===== src/rtl/core/tlfp_pkg.sv =====
package tlfp_pkg;

    // Parser phases of one tags-file line.
    typedef enum logic [3:0] {
        PH_TAG,
        PH_FILE,
        PH_ADDR,
        PH_NUM,
        PH_PAT,
        PH_DELIM,
        PH_DSEMI,
        PH_SEMI,
        PH_AFTER,
        PH_NAME,
        PH_VALUE
    } tlfp_phase_t;

    // Reasons for rejecting a line, kept inside the block.
    typedef enum logic [2:0] {
        RSN_NONE,
        RSN_TAG_CUT,
        RSN_FILE_CUT,
        RSN_BAD_ADDR,
        RSN_PAT_CUT,
        RSN_JUNK
    } tlfp_reason_t;

    // Characters the parser looks for.
    localparam logic [7:0] CH_NUL    = 8'h00;
    localparam logic [7:0] CH_TAB    = 8'h09;
    localparam logic [7:0] CH_LF     = 8'h0A;
    localparam logic [7:0] CH_DQUOTE = 8'h22;
    localparam logic [7:0] CH_SLASH  = 8'h2F;
    localparam logic [7:0] CH_ZERO   = 8'h30;
    localparam logic [7:0] CH_NINE   = 8'h39;
    localparam logic [7:0] CH_COLON  = 8'h3A;
    localparam logic [7:0] CH_SEMI   = 8'h3B;
    localparam logic [7:0] CH_QMARK  = 8'h3F;
    localparam logic [7:0] CH_BSLASH = 8'h5C;
    localparam logic [7:0] CH_LOW_N  = 8'h6E;
    localparam logic [7:0] CH_LOW_T  = 8'h74;

    // An event result carries this code.
    localparam logic [7:0] EV_CODE = 8'h00;

    // Progress of matching the attribute name against "file".
    localparam logic [2:0] MATCH_FULL = 3'd4;
    localparam logic [2:0] MATCH_NONE = 3'd7;

    // One queue entry: up to three results caused by one input byte.
    typedef struct packed {
        logic [1:0]      count;
        logic [2:0][7:0] data;
    } tlfp_entry_t;

    // Letters of the attribute name "file".
    function automatic logic [7:0] file_letter(input logic [1:0] idx);
        logic [7:0] ch;
        unique case (idx)
            2'd0: ch = 8'h66;
            2'd1: ch = 8'h69;
            2'd2: ch = 8'h6C;
            2'd3: ch = 8'h65;
            default: ch = 8'h65;
        endcase
        return ch;
    endfunction

endpackage


===== src/rtl/core/tlfp_front.sv =====
module tlfp_front (
    input  logic                 clk,
    input  logic                 rst_n,
    input  logic                 in_valid,
    output logic                 in_ready,
    input  logic [7:0]           in_byte,
    output logic                 push,
    output tlfp_pkg::tlfp_entry_t push_entry,
    input  logic                 full
);
    import tlfp_pkg::*;

    tlfp_phase_t  phase_reg, phase_next;
    tlfp_reason_t reason_reg, reason_next;
    logic         dq_reg, dq_next;
    logic         quote_reg, quote_next;
    logic         hb_reg, hb_next;
    logic [2:0]   ms_reg, ms_next;
    logic         ve_reg, ve_next;
    logic         skip_reg, skip_next;

    logic            accept;
    logic            eol, is_tab, is_digit, is_delim, is_close;
    logic            file_empty;
    logic [3:0][7:0] slot;
    logic [2:0]      cnt;

    // Byte classification.
    assign eol        = (in_byte == CH_LF) || (in_byte == CH_NUL);
    assign is_tab     = (in_byte == CH_TAB);
    assign is_digit   = (in_byte >= CH_ZERO) && (in_byte <= CH_NINE);
    assign is_delim   = (in_byte == CH_SLASH) || (in_byte == CH_QMARK);
    assign is_close   = (in_byte == (dq_reg ? CH_QMARK : CH_SLASH));
    assign file_empty = ve_reg && (ms_reg == MATCH_FULL);

    assign in_ready = !full;
    assign accept   = in_valid && !full;

    // Next state of the parser.
    always_comb
    begin
        phase_next  = phase_reg;
        reason_next = reason_reg;
        dq_next     = dq_reg;
        quote_next  = quote_reg;
        hb_next     = hb_reg;
        ms_next     = ms_reg;
        ve_next     = ve_reg;
        skip_next   = skip_reg;
        if (skip_reg)
        begin
            if (eol)
            begin
                phase_next = PH_TAG;
                dq_next    = 1'b0;
                quote_next = 1'b0;
                hb_next    = 1'b0;
                ms_next    = 3'd0;
                ve_next    = 1'b1;
                skip_next  = 1'b0;
            end
        end
        else
        begin
            unique case (phase_reg)
                PH_ADDR:
                begin
                    if (is_digit)
                    begin
                        phase_next = PH_NUM;
                    end
                    else if (is_delim)
                    begin
                        dq_next    = (in_byte == CH_QMARK);
                        quote_next = 1'b0;
                        phase_next = PH_PAT;
                    end
                    else
                    begin
                        reason_next = RSN_BAD_ADDR;
                        if (eol)
                        begin
                            phase_next = PH_TAG;
                        end
                        else
                        begin
                            skip_next = 1'b1;
                        end
                    end
                end
                PH_NUM, PH_DELIM:
                begin
                    if (phase_reg == PH_DELIM && in_byte == CH_SEMI)
                    begin
                        phase_next = PH_DSEMI;
                    end
                    else if (phase_reg == PH_NUM && is_digit)
                    begin
                        phase_next = PH_NUM;
                    end
                    else if (eol)
                    begin
                        phase_next = PH_TAG;
                        dq_next    = 1'b0;
                        ve_next    = 1'b1;
                    end
                    else if (is_tab)
                    begin
                        phase_next = PH_NAME;
                        ms_next    = 3'd0;
                        ve_next    = 1'b1;
                        hb_next    = 1'b0;
                    end
                    else if (in_byte == CH_SEMI)
                    begin
                        phase_next = PH_SEMI;
                    end
                    else
                    begin
                        reason_next = RSN_JUNK;
                        skip_next   = 1'b1;
                    end
                end
                PH_PAT:
                begin
                    if (eol)
                    begin
                        reason_next = RSN_PAT_CUT;
                        phase_next  = PH_TAG;
                        dq_next     = 1'b0;
                        quote_next  = 1'b0;
                    end
                    else if (quote_reg)
                    begin
                        quote_next = 1'b0;
                    end
                    else if (in_byte == CH_BSLASH)
                    begin
                        quote_next = 1'b1;
                    end
                    else if (is_close)
                    begin
                        phase_next = PH_DELIM;
                    end
                end
                PH_DSEMI:
                begin
                    if (is_delim)
                    begin
                        dq_next    = (in_byte == CH_QMARK);
                        quote_next = 1'b0;
                        phase_next = PH_PAT;
                    end
                    else if (in_byte == CH_DQUOTE)
                    begin
                        phase_next = PH_AFTER;
                    end
                    else
                    begin
                        reason_next = RSN_JUNK;
                        if (eol)
                        begin
                            phase_next = PH_TAG;
                            dq_next    = 1'b0;
                        end
                        else
                        begin
                            skip_next = 1'b1;
                        end
                    end
                end
                PH_SEMI:
                begin
                    if (in_byte == CH_DQUOTE)
                    begin
                        phase_next = PH_AFTER;
                    end
                    else
                    begin
                        reason_next = RSN_JUNK;
                        if (eol)
                        begin
                            phase_next = PH_TAG;
                            dq_next    = 1'b0;
                        end
                        else
                        begin
                            skip_next = 1'b1;
                        end
                    end
                end
                PH_AFTER:
                begin
                    if (eol)
                    begin
                        phase_next = PH_TAG;
                        dq_next    = 1'b0;
                    end
                    else if (is_tab)
                    begin
                        phase_next = PH_NAME;
                        ms_next    = 3'd0;
                        ve_next    = 1'b1;
                        hb_next    = 1'b0;
                    end
                    else
                    begin
                        reason_next = RSN_JUNK;
                        skip_next   = 1'b1;
                    end
                end
                PH_NAME:
                begin
                    if (eol)
                    begin
                        phase_next = PH_TAG;
                        dq_next    = 1'b0;
                        ms_next    = 3'd0;
                        ve_next    = 1'b1;
                    end
                    else if (is_tab)
                    begin
                        ms_next = 3'd0;
                        ve_next = 1'b1;
                    end
                    else if (in_byte == CH_COLON)
                    begin
                        phase_next = PH_VALUE;
                        ve_next    = 1'b1;
                        hb_next    = 1'b0;
                    end
                    else if (ms_reg < MATCH_FULL && in_byte == file_letter(ms_reg[1:0]))
                    begin
                        ms_next = ms_reg + 3'd1;
                    end
                    else
                    begin
                        ms_next = MATCH_NONE;
                    end
                end
                PH_VALUE:
                begin
                    hb_next = 1'b0;
                    if (hb_reg && (in_byte == CH_LOW_T || in_byte == CH_LOW_N
                                   || in_byte == CH_BSLASH))
                    begin
                        hb_next = 1'b0;
                    end
                    else if (eol)
                    begin
                        phase_next = PH_TAG;
                        dq_next    = 1'b0;
                        ms_next    = 3'd0;
                        ve_next    = 1'b1;
                    end
                    else if (is_tab)
                    begin
                        phase_next = PH_NAME;
                        ms_next    = 3'd0;
                        ve_next    = 1'b1;
                    end
                    else if (in_byte == CH_BSLASH)
                    begin
                        hb_next = 1'b1;
                        ve_next = 1'b0;
                    end
                    else
                    begin
                        ve_next = 1'b0;
                    end
                end
                default:
                begin
                    // Tag name, file name and any unused phase code.
                    if (eol)
                    begin
                        reason_next = (phase_reg == PH_FILE) ? RSN_FILE_CUT : RSN_TAG_CUT;
                        phase_next  = PH_TAG;
                        dq_next     = 1'b0;
                    end
                    else if (is_tab)
                    begin
                        phase_next = (phase_reg == PH_FILE) ? PH_ADDR : PH_FILE;
                    end
                    else if (phase_reg != PH_FILE)
                    begin
                        phase_next = PH_TAG;
                    end
                end
            endcase
        end
    end

    // Results caused by the byte, in order; the fourth is dropped.
    always_comb
    begin
        slot = '0;
        cnt  = 3'd0;
        if (!skip_reg)
        begin
            unique case (phase_reg)
                PH_ADDR:
                begin
                    slot[0] = (is_digit || is_delim) ? in_byte : EV_CODE;
                    cnt     = 3'd1;
                end
                PH_NUM, PH_DELIM:
                begin
                    if (phase_reg == PH_DELIM && in_byte == CH_SEMI)
                    begin
                        cnt = 3'd0;
                    end
                    else if (phase_reg == PH_NUM && is_digit)
                    begin
                        slot[0] = in_byte;
                        cnt     = 3'd1;
                    end
                    else
                    begin
                        // Field end, then line accept or reject unless a tab or ';'.
                        slot[0] = EV_CODE;
                        slot[1] = EV_CODE;
                        cnt     = (is_tab || in_byte == CH_SEMI) ? 3'd1 : 3'd2;
                    end
                end
                PH_PAT:
                begin
                    slot[0] = eol ? EV_CODE : in_byte;
                    cnt     = 3'd1;
                end
                PH_DSEMI:
                begin
                    if (is_delim)
                    begin
                        slot[0] = CH_SEMI;
                        slot[1] = in_byte;
                        cnt     = 3'd2;
                    end
                    else
                    begin
                        slot[0] = EV_CODE;
                        cnt     = 3'd1;
                    end
                end
                PH_SEMI:
                begin
                    slot[0] = EV_CODE;
                    cnt     = (in_byte == CH_DQUOTE) ? 3'd0 : 3'd1;
                end
                PH_AFTER:
                begin
                    slot[0] = EV_CODE;
                    cnt     = is_tab ? 3'd0 : 3'd1;
                end
                PH_NAME:
                begin
                    if (eol)
                    begin
                        slot[0] = EV_CODE;
                        slot[1] = EV_CODE;
                        cnt     = 3'd2;
                    end
                    else if (is_tab || in_byte == CH_COLON)
                    begin
                        slot[0] = EV_CODE;
                        cnt     = 3'd1;
                    end
                    else
                    begin
                        slot[0] = in_byte;
                        cnt     = 3'd1;
                    end
                end
                PH_VALUE:
                begin
                    if (hb_reg && (in_byte == CH_LOW_T || in_byte == CH_LOW_N
                                   || in_byte == CH_BSLASH))
                    begin
                        // Translated escape.
                        slot[0] = (in_byte == CH_LOW_T) ? CH_TAB :
                                  (in_byte == CH_LOW_N) ? CH_LF : CH_BSLASH;
                        cnt     = 3'd1;
                    end
                    else
                    begin
                        if (hb_reg)
                        begin
                            slot[cnt[1:0]] = CH_BSLASH;
                            cnt            = cnt + 3'd1;
                        end
                        if (eol || is_tab)
                        begin
                            if (file_empty)
                            begin
                                slot[cnt[1:0]] = EV_CODE;
                                cnt            = cnt + 3'd1;
                            end
                            slot[cnt[1:0]] = EV_CODE;
                            cnt            = cnt + 3'd1;
                            if (eol)
                            begin
                                slot[cnt[1:0]] = EV_CODE;
                                cnt            = cnt + 3'd1;
                            end
                        end
                        else if (in_byte != CH_BSLASH)
                        begin
                            slot[cnt[1:0]] = in_byte;
                            cnt            = cnt + 3'd1;
                        end
                    end
                end
                default:
                begin
                    slot[0] = (eol || is_tab) ? EV_CODE : in_byte;
                    cnt     = 3'd1;
                end
            endcase
        end
    end

    assign push             = accept && (cnt != 3'd0);
    assign push_entry.count = (cnt >= 3'd3) ? 2'd3 : cnt[1:0];
    assign push_entry.data  = slot[2:0];

    // Parser state registers.
    always_ff @(posedge clk or negedge rst_n)
    begin
        if (!rst_n)
        begin
            phase_reg  <= PH_TAG;
            reason_reg <= RSN_NONE;
            dq_reg     <= 1'b0;
            quote_reg  <= 1'b0;
            hb_reg     <= 1'b0;
            ms_reg     <= 3'd0;
            ve_reg     <= 1'b1;
            skip_reg   <= 1'b0;
        end
        else if (accept)
        begin
            phase_reg  <= phase_next;
            reason_reg <= reason_next;
            dq_reg     <= dq_next;
            quote_reg  <= quote_next;
            hb_reg     <= hb_next;
            ms_reg     <= ms_next;
            ve_reg     <= ve_next;
            skip_reg   <= skip_next;
        end
    end

    // A line that is being skipped was rejected for a stated reason.
    assert property (@(posedge clk) disable iff (!rst_n)
        $rose(skip_reg) |-> reason_reg != RSN_NONE)
        else $error("line skipped without a reject reason");

    // Quoting is only live inside a pattern.
    assert property (@(posedge clk) disable iff (!rst_n)
        quote_reg |-> phase_reg == PH_PAT)
        else $error("pattern quote held outside a pattern");

    // A held backslash only exists within an attribute value.
    assert property (@(posedge clk) disable iff (!rst_n)
        hb_reg |-> phase_reg == PH_VALUE)
        else $error("backslash held outside an attribute value");

endmodule


===== src/rtl/core/tlfp_queue.sv =====
module tlfp_queue #(
    parameter int DEPTH = 4
) (
    input  logic                  clk,
    input  logic                  rst_n,
    input  logic                  push,
    input  tlfp_pkg::tlfp_entry_t push_entry,
    output logic                  full,
    input  logic                  pop,
    output tlfp_pkg::tlfp_entry_t head,
    output logic                  empty
);
    import tlfp_pkg::*;

    // DEPTH must be a power of two, at least 2, so the pointers wrap by themselves; the block does not check it.
    localparam int PTR_W = $clog2(DEPTH);
    localparam int CNT_W = $clog2(DEPTH + 1);

    tlfp_entry_t      mem [DEPTH];
    logic [PTR_W-1:0] wr_ptr_reg, wr_ptr_next;
    logic [PTR_W-1:0] rd_ptr_reg, rd_ptr_next;
    logic [CNT_W-1:0] count_reg, count_next;

    assign full  = (count_reg == CNT_W'(DEPTH));
    assign empty = (count_reg == '0);
    assign head  = mem[rd_ptr_reg];

    // Pointer and fill level updates.
    always_comb
    begin
        wr_ptr_next = push ? wr_ptr_reg + 1'b1 : wr_ptr_reg;
        rd_ptr_next = pop ? rd_ptr_reg + 1'b1 : rd_ptr_reg;
        count_next  = count_reg;
        if (push && !pop)
        begin
            count_next = count_reg + 1'b1;
        end
        else if (pop && !push)
        begin
            count_next = count_reg - 1'b1;
        end
    end

    always_ff @(posedge clk or negedge rst_n)
    begin
        if (!rst_n)
        begin
            wr_ptr_reg <= '0;
            rd_ptr_reg <= '0;
            count_reg  <= '0;
        end
        else
        begin
            wr_ptr_reg <= wr_ptr_next;
            rd_ptr_reg <= rd_ptr_next;
            count_reg  <= count_next;
        end
    end

    // Entry storage.
    always_ff @(posedge clk)
    begin
        if (push)
        begin
            mem[wr_ptr_reg] <= push_entry;
        end
    end

    assert property (@(posedge clk) disable iff (!rst_n)
        push |-> !full)
        else $error("entry written into a full queue");

    assert property (@(posedge clk) disable iff (!rst_n)
        pop |-> !empty)
        else $error("entry taken from an empty queue");

    assert property (@(posedge clk) disable iff (!rst_n)
        count_reg <= CNT_W'(DEPTH))
        else $error("queue fill level beyond its depth");

endmodule


===== src/rtl/core/tlfp_back.sv =====
module tlfp_back (
    input  logic                  clk,
    input  logic                  rst_n,
    input  tlfp_pkg::tlfp_entry_t head,
    input  logic                  empty,
    output logic                  pop,
    output logic                  out_valid,
    input  logic                  out_ready,
    output logic [7:0]            out_byte
);
    import tlfp_pkg::*;

    logic [1:0] idx_reg, idx_next;
    logic       last;
    logic       xfer;

    // Walk through the results of the head entry, one transfer per cycle while out_ready is high.
    assign out_valid = !empty;
    assign out_byte  = head.data[idx_reg];
    assign last      = (idx_reg == head.count - 2'd1);
    assign xfer      = out_valid && out_ready;
    assign pop       = xfer && last;

    always_comb
    begin
        idx_next = idx_reg;
        if (xfer)
        begin
            idx_next = last ? 2'd0 : idx_reg + 2'd1;
        end
    end

    always_ff @(posedge clk or negedge rst_n)
    begin
        if (!rst_n)
        begin
            idx_reg <= 2'd0;
        end
        else
        begin
            idx_reg <= idx_next;
        end
    end

endmodule


===== src/rtl/core/tag_line_field_parser.sv =====
// Tags-file line parser. One line byte is taken per transfer on s_axis; a
// line ends at byte 0x0A or 0x00. Each byte causes zero to three transfers
// on m_axis: a field character (after escape translation) or an event code
// of zero for field ends, kind values, empty file values, line accept and
// line reject. Bytes already delivered for a rejected line must be dropped
// downstream. The parser classifies a byte in the cycle it is accepted, so
// s_axis takes one byte per cycle as long as the result queue
// (QUEUE_DEPTH entries, one entry per byte that has results) has room.
// m_axis delivers one result per cycle while m_axis_tready is high; the
// output serialiser sets the sustained rate. A result is registered in
// the result queue when its byte is accepted and is offered on m_axis
// from the queue head.
module tag_line_field_parser #(
    parameter int QUEUE_DEPTH = 4
) (
    input  logic       clk,
    input  logic       rst_n,
    input  logic       s_axis_tvalid,
    output logic       s_axis_tready,
    input  logic [7:0] s_axis_tdata,  // [7:0] data_byte
    output logic       m_axis_tvalid,
    input  logic       m_axis_tready,
    output logic [7:0] m_axis_tdata   // [7:0] out_byte
);
    import tlfp_pkg::*;

    tlfp_entry_t push_entry;
    tlfp_entry_t head;
    logic        push;
    logic        full;
    logic        pop;
    logic        empty;

    // Front: accepts and classifies line bytes.
    tlfp_front u_front (
        .clk        (clk),
        .rst_n      (rst_n),
        .in_valid   (s_axis_tvalid),
        .in_ready   (s_axis_tready),
        .in_byte    (s_axis_tdata),
        .push       (push),
        .push_entry (push_entry),
        .full       (full)
    );

    // Queue of result groups between the two sides.
    tlfp_queue #(
        .DEPTH (QUEUE_DEPTH)
    ) u_queue (
        .clk        (clk),
        .rst_n      (rst_n),
        .push       (push),
        .push_entry (push_entry),
        .full       (full),
        .pop        (pop),
        .head       (head),
        .empty      (empty)
    );

    // Back: sends the results one transfer at a time.
    tlfp_back u_back (
        .clk       (clk),
        .rst_n     (rst_n),
        .head      (head),
        .empty     (empty),
        .pop       (pop),
        .out_valid (m_axis_tvalid),
        .out_ready (m_axis_tready),
        .out_byte  (m_axis_tdata)
    );

endmodule


===== config.mk =====
export PLATFORM = sky130hd
export DESIGN_NAME = tag_line_field_parser
export DESIGN_NICKNAME = d
export VERILOG_FILES = /design/src/rtl/core/tlfp_pkg.sv /design/src/rtl/core/tlfp_front.sv /design/src/rtl/core/tlfp_queue.sv /design/src/rtl/core/tlfp_back.sv /design/src/rtl/core/tag_line_field_parser.sv
export SDC_FILE = /design/constraint.sdc
export NUM_CORES = 1
export LEC_CHECK = 0
export ABC_AREA = 1
export BUFFER_PORTS_ARGS = -buffer_cell sky130_fd_sc_hd__buf_4
export CAP_MARGIN = 20
export CORE_MARGIN = 3
export CORE_UTILIZATION = 60
export DETAILED_ROUTE_END_ITERATION = 12
export GPL_TIMING_DRIVEN = 0
export PLACE_DENSITY = 0.81
export SETUP_SLACK_MARGIN = 0.15
export SLEW_MARGIN = 20
export SYNTH_ARGS = -nofsm -noshare
export SYNTH_HDL_FRONTEND = slang
export SYNTH_SLANG_ARGS = --single-unit

===== constraint.sdc =====
create_clock -name clk -period 4.1 [get_ports clk]
set_input_delay 0.82 -clock clk [delete_from_list [all_inputs] [get_ports clk]]
set_output_delay 0.82 -clock clk [all_outputs]
set_load 0.05 [all_outputs]

### After elaboration in Yosys (flattened, before gate mapping)

Memory sizes are Yosys's and may differ from the RTL's.
Cells that the tools add are included.

| cells by class | value |
|---|---|
| $lt $le $gt $ge | 11 |
| reductions and logical operators | 43 |
| multiplexer cells | 170 |
| shift operators | 0 |
| bitwise operators | 6 |
| div/mod/pow operators | 0 |
| add/subtract/negate cells | 10 |
| multiply operators | 0 |
| eq/ne operators | 48 |

Operators with widths:

| cell | count |
|---|---|
| two-way mux 24 bit | 9 |
| two-way mux 8 bit | 23 |
| two-way mux 4 bit | 24 |
| two-way mux 3 bit | 29 |
| inverter 24 bit | 3 |
| two-way mux 1 bit | 58 |
| one-hot mux 8 bit (7 select lines) | 1 |
| bitwise AND 24 bit | 2 |
| demux 8 bit (select 2 bit) | 3 |
| equality test 8 x 6 -> 1 bit, second input constant | 5 |
| bitwise mux 32 bit | 1 |
| one-hot mux 4 bit (8 select lines) | 1 |
| one-hot mux 8 bit (4 select lines) | 1 |
| bitwise AND 8 x 24 -> 24 bit | 1 |
| equality test 8 x 7 -> 1 bit, second input constant | 3 |
| one-hot mux 8 bit (3 select lines) | 1 |
| != test 3 x 2 -> 1 bit, second input constant | 7 |
| one-hot mux 3 bit (6 select lines) | 1 |
| binary-select mux 8 bit (select 2 bit) | 1 |
| equality test 4 x 3 -> 1 bit, second input constant | 4 |
| equality test 8 x 4 -> 1 bit, second input constant | 2 |
| equality test 8 bit | 2 |
| two-way mux 16 bit | 1 |
| != test 4 x 1 -> 1 bit, second input constant | 4 |
| other kinds (48) | 101 |

| storage, ports and cells | value |
|---|---|
| register bits after elaboration | 21 |
| bits in read-only memories | 0 |
| bits of input ports | 12 |
| bits in latches | 0 |
| output and inout bits | 10 |
| memories | 1 |
| bits in writable memories | 104 |

Memory list:

| name | depth | bits a word | read ports | clocked after memory_dff | wr ports | line | text |
|---|---|---|---|---|---|---|---|
| u_queue.mem | 4 | 26 | 1 | 0 | 1 | tlfp_queue.sv:19 | `tlfp_entry_t mem [DEPTH];` |

### Depth between registers and ports, before layout

Gate-level depths: netlist of run 1.

| depth | value |
|---|---|
| depth in word-level cells | 26 |
| mapped depth | 21 |

### By module

A second synthesis of run 1 with hierarchy kept.

| unflattened totals | value |
|---|---|
| cell total of the unflattened synthesis | 839 |
| area total of the unflattened synthesis | 7403.4 µm² |

By module, submodules not included:

| module | area each (µm²) | instances | cells an instance | seq. area each (µm²) |
|---|---|---|---|---|
| tlfp_queue | 4654.5 | 1 | 351 | 3298.2 |
| tlfp_front | 2381.0 | 1 | 429 | 301.5 |
| tlfp_back | 367.9 | 1 | 59 | 50.0 |

### Worst setup path after synthesis of run 1

OpenSTA, ideal clock, no wires.

| path | value |
|---|---|
| path type | input-to-reg |
| start | in s_axis_tdata[0] |
| end | mem u_queue.mem[0][0] (netlist name), enable pin |
| buffers on the path | 1 |
| stages | 14 |
| path slack | 846 ps |
| data required time | 3707 ps |
| data arrival time | 2861 ps |
| setup time | 393 ps |
| cells stage by stage | buf_6 > inv_2 > nand2_1 > nor2_1 > nand2_2 > ha_1 > nand3_1 > nand3_1 > nand2_1 > nand3_1 > nand2_1 > nand3_2 > nand2_4 > nor2_1 |

| on the way | value |
|---|---|
| longest elaborated chain between the ends | 11 |

RTL lines:

| element | line | text |
|---|---|---|
| start, declared | tag_line_field_parser.sv:20 | `input logic [7:0] s_axis_tdata,` |
| greater-or-equal comparator 8 x 6 -> 1 bit (tied with other cells) | tlfp_front.sv:31 | `assign is_digit = (in_byte >= CH_ZERO) && (in_byte <= CH_NINE);` |
| logical AND 1 bit (tied with other cells) | tlfp_front.sv:31 |  |
| logical AND 1 bit (tied with other cells) | tlfp_front.sv:313 | `else if (phase_reg == PH_NUM && is_digit)` |
| two-way mux 3 bit (tied with other cells) | tlfp_front.sv:313 |  |
| two-way mux 3 bit (on tied branches) | tlfp_front.sv:309, tlfp_front.sv:376 |  |
| one-hot mux 3 bit (6 select lines) (*) | tlfp_front.sv:301 | `unique case (phase_reg)` |
| two-way mux 3 bit (*) | tlfp_front.sv:299 | `if (!skip_reg)` |
| nonzero test 3 bit (*) | tlfp_front.sv:422 | `assign push = accept && (cnt != 3'd0);` |
| logical AND 1 bit (*) | tlfp_front.sv:422 |  |
| two-way mux 1 bit (*) | tlfp_queue.sv:63 | `if (push)` |
| two-way mux 1 bit (implied by the code) (*) | tlfp_queue.sv:65 | `mem[wr_ptr_reg] <= push_entry;` |
| end, declared | tlfp_queue.sv:19 |  |

Every way passes the cells marked *; elsewhere a longest branch is shown, timed or not.

### Final worst setup path of run 1

| path | value |
|---|---|
| start | reg u_queue.rd_ptr_reg[1] |
| end | out m_axis_tdata[1] |

| on the way | value |
|---|---|
| longest elaborated chain between the ends | 3 |

RTL lines:

| element | line | text |
|---|---|---|
| start, declared | tlfp_queue.sv:21 | `logic [PTR_W-1:0] rd_ptr_reg, rd_ptr_next;` |
| start signal, assigned | tlfp_queue.sv:55 | `rd_ptr_reg <= rd_ptr_next;` |
| memory read (4 x 26 bit) | n/a |  |
| binary-select mux 8 bit (select 2 bit) | tlfp_back.sv:19 | `assign out_byte = head.data[idx_reg];` |
| two-way mux 8 bit (implied by the code) | tlfp_back.sv:19 |  |
| end, declared | tag_line_field_parser.sv:23 | `output logic [7:0] m_axis_tdata` |

No other way between the ends. The select of a mux whose other input is x is not followed.

==> run_results.csv, run 1 <==
group,metric,value,unit
die,dieArea,10200,um2
die,placementRows,34,
timing,final_max_slew_viol_count,0,
synthesis,yosysWarnings,0,
synthesis,synthCells,653,
timing,post-route-min-period,3460,ps
global_routing,grt_pass1_vias,4482,
synthesis,async_reset_ff_frac,0.226,
cts,ctsHtreeMaxLevel,3,
routing,drc,0,
worst_setup_path,cp_data_required_time,3280,ps
cts,cts.sinks,93,
hold_path,min_path_type,"primary input to async pin",
finish,layout-drive-gt1-share,0.113,
routing,antenna_left,0,
global_routing,grt_max_degree,22,
finish,finalNetCount,712,
power_and_ir_drop,p_per_area,655,nW/um2
synthesis,ys_ff_latch,93,
synthesis,synth.area.top_cells,"edfxtp_1 40%, dfrtp_1 9.2%, nand2_1 8.5%",
die,num_io_pins,22,
die,initial_utilization,0.619,
placed_design,port_buffers,18,
placed_design,dp_hpwl,11000,um
global_routing,grt_first_pass_wirelength,22800,um
cts,clock_latency,370,ps
routing,wl,14600,um
timing,hold_violations,0,
synthesis,synth_edf_count,72,
synthesis,synth_area_per_cell,8.31,um2
run,cap_viol_max_count,0,
worst_setup_path,crit_type,"register to output port",
finish,fill_cells,706,
run_status,outcome,"completed",
synthesis,yosysUniqueCellTypes,44,
finish,utilization,0.680,
power_and_ir_drop,totalPowerFinal,0.00390,W
cts,ctsResizeCount,0,
power_and_ir_drop,irDropWorstVdd,0.323,mV
cts,numCtsBuffers,9,
cts,postCtsSetupBuffers,0,
timing,rsz0062_at_grt,"false",
timing,slew_headroom,0.564,
worst_setup_path,crit_fanout,10,
synthesis,synth_top_area_share,0.398,
die,dieHeight,101,um
worst_setup_path,endpoint_kind,"output port",
cts,clockBufferDepth,2,
routing,drtPass1Iterations,6,
routing,via_count,4802,
synthesis,synth_commonest_cells,"123 x nand2_1, 111 x nor2_1, 72 x edfxtp_1",
synthesis,yosysMostFrequentCell,"nand2_1",
cts,cts.hold.buffers_added,0,
timing,worstMarginPinSlew,648,ps
worst_setup_path,arrival,2640,ps
finish,area_delta_synth_final,9.80,%
timing,period_share,0.843,
timing,finClkSkew,17.2,ps
placed_design,gp_congestion,1.03,
power_and_ir_drop,p_leak,2.53,nW
global_routing,antenna_found_initial,0,
finish,n_antenna_cell,0,
die,die_w,101,um
synthesis,syn_area,5430,um2
routing,vias_per_cell,6.01,
die,core,8760,um2
synthesis,synth-main-ff-cell,"edfxtp_1",
synthesis,yosys.area.top_type,"edfxtp_1",
worst_setup_path,cp-start-kind,"register",
routing,drt_iter0_drc,455,
synthesis,synth_fp_nets,679,
routing,wl_per_cell,18.3,um
synthesis,seq_area_frac_synth,0.496,
timing,setup_violations,0,
global_routing,overflow,0,
global_routing,grt_usage,0.292,
cts,clock-root-buffer,"clkbuf_8",
cts,clkTransAtPathRegs,110,ps
timing,max_freq,289,MHz
timing,setup_tns,0,ps
finish,largest_register_ffs,72,
cts,cts_tree,"built",
final timing paths:
check	cells past startpoint	to	start	slack, ps
worst max-delay path	7	m_axis_tdata[1]	u_queue.rd_ptr_reg[1]$_DFFE_PN0P_	640
worst min-delay path	1	u_front.phase_reg[0]$_DFFE_PN0P_	rst_n	320
worst max register to register	19	u_queue.count_reg[2]$_DFFE_PN0P_	u_front.hb_reg$_DFFE_PN0P_	870
worst min register to register	2	u_front.ve_reg$_DFFE_PN1P_	u_front.ve_reg$_DFFE_PN1P_	520
max in group asynchronous	1	u_front.ve_reg$_DFFE_PN1P_	rst_n	3490
min in group clk	2	u_front.ve_reg$_DFFE_PN1P_	u_front.ve_reg$_DFFE_PN1P_	520
layout by cell type (no fill, tap or decap), types with 13 or more instances in the layout:
cell / Yosys / final
nand2_1: 123 / 123
nor2_1: 111 / 107
edfxtp_1: 72 / 72
o21ai_0: 66 / 66
inv_1: 61 / 61
nand3_1: 33 / 33
a21oi_1: 22 / 22
dfrtp_1: 20 / 20
buf_4: 1 / 19
nor3_1: 14 / 14
clkbuf_1: 13 / 13
ha_1: 13 / 13
logic make-up (layout without fill, tap and decap cells):
kind of cell               count (synthesis)  in the layout  synth area share
adders and majority gates                 14             14            0.0337
buffers and inverters                     93            131            0.0696
AOI/OAI and AO/OA                        135            135             0.142
and+or+nand+nor                          310            310             0.246
xor gates and xnor gates                   8              8            0.0129
DFF                                       93             93             0.496
report_power, final:
part | leakage [nW] | internal, W | switching, W
logic | 1.50 | 0.000590 | 0.00148
registers | 0.925 | 0.00117 | 0.0000730
clock network | 0.0989 | 0.000235 | 0.000359
total | 2.53 | 0.00199 | 0.00191
area by class of cell:
class,instances,area [um2],share of cell area
Buffer,21,108,0.0181
Clock buffer,9,124,0.0208
Clock inverter,7,67.6,0.0113
Inverter,72,270,0.0454
Multi-Input combinational cell,467,2370,0.398
Sequential cell,93,2690,0.451
Tap cell,108,135,0.0227
Timing Repair Buffer,22,195,0.0328
worst max-delay path, stage by stage, from the launching register on:
cell and delay, ps:
dfrtp_1 350, clkbuf_1 370, clkbuf_1 520, o21ai_0 210, o22ai_1 190, o21ai_0 160, a31oi_1 250, buf_4 240
layer usage:
layer,up-vias,track usage,wire length (um)
met3,29,0.0609,1260
met5,-,0,0
li1,2291,-,-
met4,0,0.0971,324
met1,2238,0.406,6230
met2,244,0.459,6780
metrics by stage:
stage	hold slack, ps	worst slack, ps	cells	area [um2]
after floorplan	474	846	653	5430
after global placement	500	-128	779	5700
after detailed placement	504	381	783	5770
after CTS	334	686	799	5960
after global routing	337	485	799	5960
final	325	643	799	5960
No activity file was read; power rests on OpenSTA's default activity.
==> inputs of run 2 (changes only) <==
==> constraint.sdc (replaced) <==
create_clock -name clk -period 3.2 [get_ports clk]
set_input_delay 0.64 -clock clk [delete_from_list [all_inputs] [get_ports clk]]
set_output_delay 0.64 -clock clk [all_outputs]
set_load 0.05 [all_outputs]
==> run 2 against run 1 <==
  * Sequential share of layout area decreased by 1.3 points
  * Core utilization increased by 2.1 points
  * Sequential power increased by 29%
  * Total power increased by 33%
  * Clock power increased by 44%
  * Routed wire length increased by 2.6%
  * Largest power group unchanged
  * Clock-buffer cell count unchanged
  * Global-route usage increased by 0.47 points
  * Combinational power increased by 33%
  * First-iteration DRC count increased by 4.4%
  * Clock skew increased by 2.8 ps
==> run_results.csv, run 2 (synthesis results as in run 1) <==
group,metric,value,unit
worst_setup_path,reg2reg_depth,16,
timing,max_freq,339,MHz
power_and_ir_drop,p_leak,2.63,nW
cts,cts_tree,"built",
timing,slew_headroom,0.573,
timing,hold_violations,0,
routing,drtPass1Iterations,5,
die,die_w,101,um
global_routing,antenna_found_initial,0,
placed_design,pre_cts_slack,-289,ps
timing,finClkSkew,20.1,ps
die,num_io_pins,22,
finish,postLayoutCellArea,6140,um2
worst_setup_path,cpMaxStageDelayCell,"dfrtp_1",
finish,layout-drive-gt1-share,0.155,
worst_setup_path,endpoint_kind,"output port",
worst_setup_path,crit_end,"m_axis_tdata[3]",
worst_setup_path,cp-start-kind,"register",
worst_setup_path,reg2reg_slack,320,ps
die,core,8760,um2
worst_setup_path,crit_fanout,10,
routing,wl,15000,um
routing,vias_per_cell,6.08,
die,placementRows,34,
run_status,outcome,"completed",
timing,worstMarginPinSlew,641,ps
cts,cts.sinks,93,
worst_setup_path,timing.rr.end,"u_queue.count_reg[1]$_DFFE_PN0P_",
cts,ctsHtreeMaxLevel,3,
worst_setup_path,crit_top_cell,"buf_4",
global_routing,overflow,0,
worst_setup_path,crit_type,"register to output port",
worst_setup_path,crit_family,"buffers and inverters",
die,dieHeight,101,um
cts,numCtsBuffers,9,
finish,area_delta_synth_final,13.2,%
global_routing,grt_max_degree,22,
worst_setup_path,path_buf_inv,5,
die,initial_utilization,0.619,
worst_setup_path,cp_cell_sequence,"buf_2, inv_1, clkbuf_4, buf_4, o21ai_0, o22ai_1, o21ai_1, a31oi_1, buf_4",
worst_setup_path,cp_data_required_time,2560,ps
cts,clock_latency,370,ps
global_routing,grt_usage,0.296,
worst_setup_path,cp.depth,9,
placed_design,gp_congestion,0.958,
finish,finalNetCount,722,
timing,post-route-min-period,2950,ps
timing,hold_ws,146,ps
worst_setup_path,startpoint,"u_queue.rd_ptr_reg[0]$_DFFE_PN0P_",
finish,n_antenna_cell,0,
power_and_ir_drop,irDropWorstVdd,0.464,mV
routing,wl_per_cell,18.5,um
routing,drt_iter0_drc,475,
cts,cts.hold.buffers_added,0,
placed_design,port_buffers,18,
routing,antenna_left,0,
timing,period_share,0.923,
timing,final_max_slew_viol_count,0,
placed_design,dp_hpwl,11100,um
worst_setup_path,cp_slowest_stage_delay,330,ps
global_routing,grt_pass1_vias,4522,
die,dieArea,10200,um2
cts,clock-root-buffer,"clkbuf_8",
routing,drc,0,
global_routing,grt_first_pass_wirelength,23000,um
run,cap_viol_max_count,0,
cts,clkTransAtPathRegs,110,ps
worst_setup_path,arrival,2310,ps
placed_design,place_area,5770,um2
power_and_ir_drop,p_per_area,846,nW/um2
routing,via_count,4922,
cts,clockBufferDepth,2,
hold_path,min_path_type,"primary input to async pin",
timing,layout_setup_ws,246,ps
finish,final_common_cell,"nand2_1",
worst_setup_path,worstReg2RegStart,"u_front.phase_reg[0]$_DFFE_PN0P_",
timing,setup_violations,0,
timing,rsz0062_at_grt,"false",
finish,largest_register_ffs,72,
finish,layout_common_cells,"122 x nand2_1, 103 x nor2_1, 72 x edfxtp_1",
## run 2: per-layer routing
metal	global-route usage	up-vias	routed length, um
met5	0	-	0
met4	0.0992	0	209
met3	0.0491	25	1560
met2	0.466	288	6930
met1	0.420	2301	6270
li1	-	2308	-
## run 2: timing repair
action | 4_1_cts | 5_1_grt
setup buffers | 1 | 9
gates resized for setup | 7 | 32
endpoints found under the setup margin | 9 | 9
pin swaps | 0 | 4
## run 2: how the worst min path moves through the flow
stage                               start                          endpoint  slack (ps)  depth (start not counted)
3_5_place_dp   u_front.ve_reg$_DFFE_PN1P_        u_front.ve_reg$_DFFE_PN1P_         500                          2
6_report                            rst_n  u_front.phase_reg[1]$_DFFE_PN0P_         150                          1
3_3_place_gp   u_front.ve_reg$_DFFE_PN1P_        u_front.ve_reg$_DFFE_PN1P_         490                          2
4_1_cts                             rst_n     u_front.quote_reg$_DFFE_PN0P_         160                          1
5_1_grt                             rst_n  u_front.phase_reg[1]$_DFFE_PN0P_         160                          1
2_1_floorplan                       rst_n     u_back.idx_reg[0]$_DFFE_PN0P_         340                          0
## run 2: worst register-to-register path: stages, from the launching register on
cell     delay, ps
dfrtp_1        520
nand2_1        200
o21ai_2        280
nor2_1         100
nand2_1         70
nand3_1        110
nor2_1         110
nand3_1         80
nand2_1         90
nand3_2        120
nand2_4        130
inv_1           50
ha_1           180
inv_1          120
fa_2           450
nor2_1         110
a21oi_1         50
## run 2: through the flow
| step | utilization | cells | total power [W] | TNS [ps] |
|---|---|---|---|---|
| 3_5_place_dp | 0.658 | 783 | 0.00422 | -449 |
| 2_1_floorplan | - | 653 | 0.00345 | 0 |
| 5_1_grt | 0.701 | 809 | 0.00553 | 0 |
| 4_1_cts | 0.685 | 800 | 0.00507 | 0 |
| 3_3_place_gp | 0.650 | 779 | 0.00415 | -53300 |
| 6_report | 0.701 | 809 | 0.00520 | 0 |
## run 2: final cells by class
type	instances	area (um2)
flip-flops and latches	93	2690
fillers	673	2620
multi-input cells	467	2440
inverters	72	275
repair buffers	32	267
well taps	108	135
clock buffers	9	124
plain buffers	21	121
clock inverters	7	91.3
## run 2: power by group
group,leakage [nW],switching (W),internal (W),total [W]
registers,0.923,0.000101,0.00150,0.00160
clock network,0.106,0.000471,0.000382,0.000853
logic,1.60,0.00193,0.000815,0.00275
total,2.63,0.00251,0.00269,0.00520
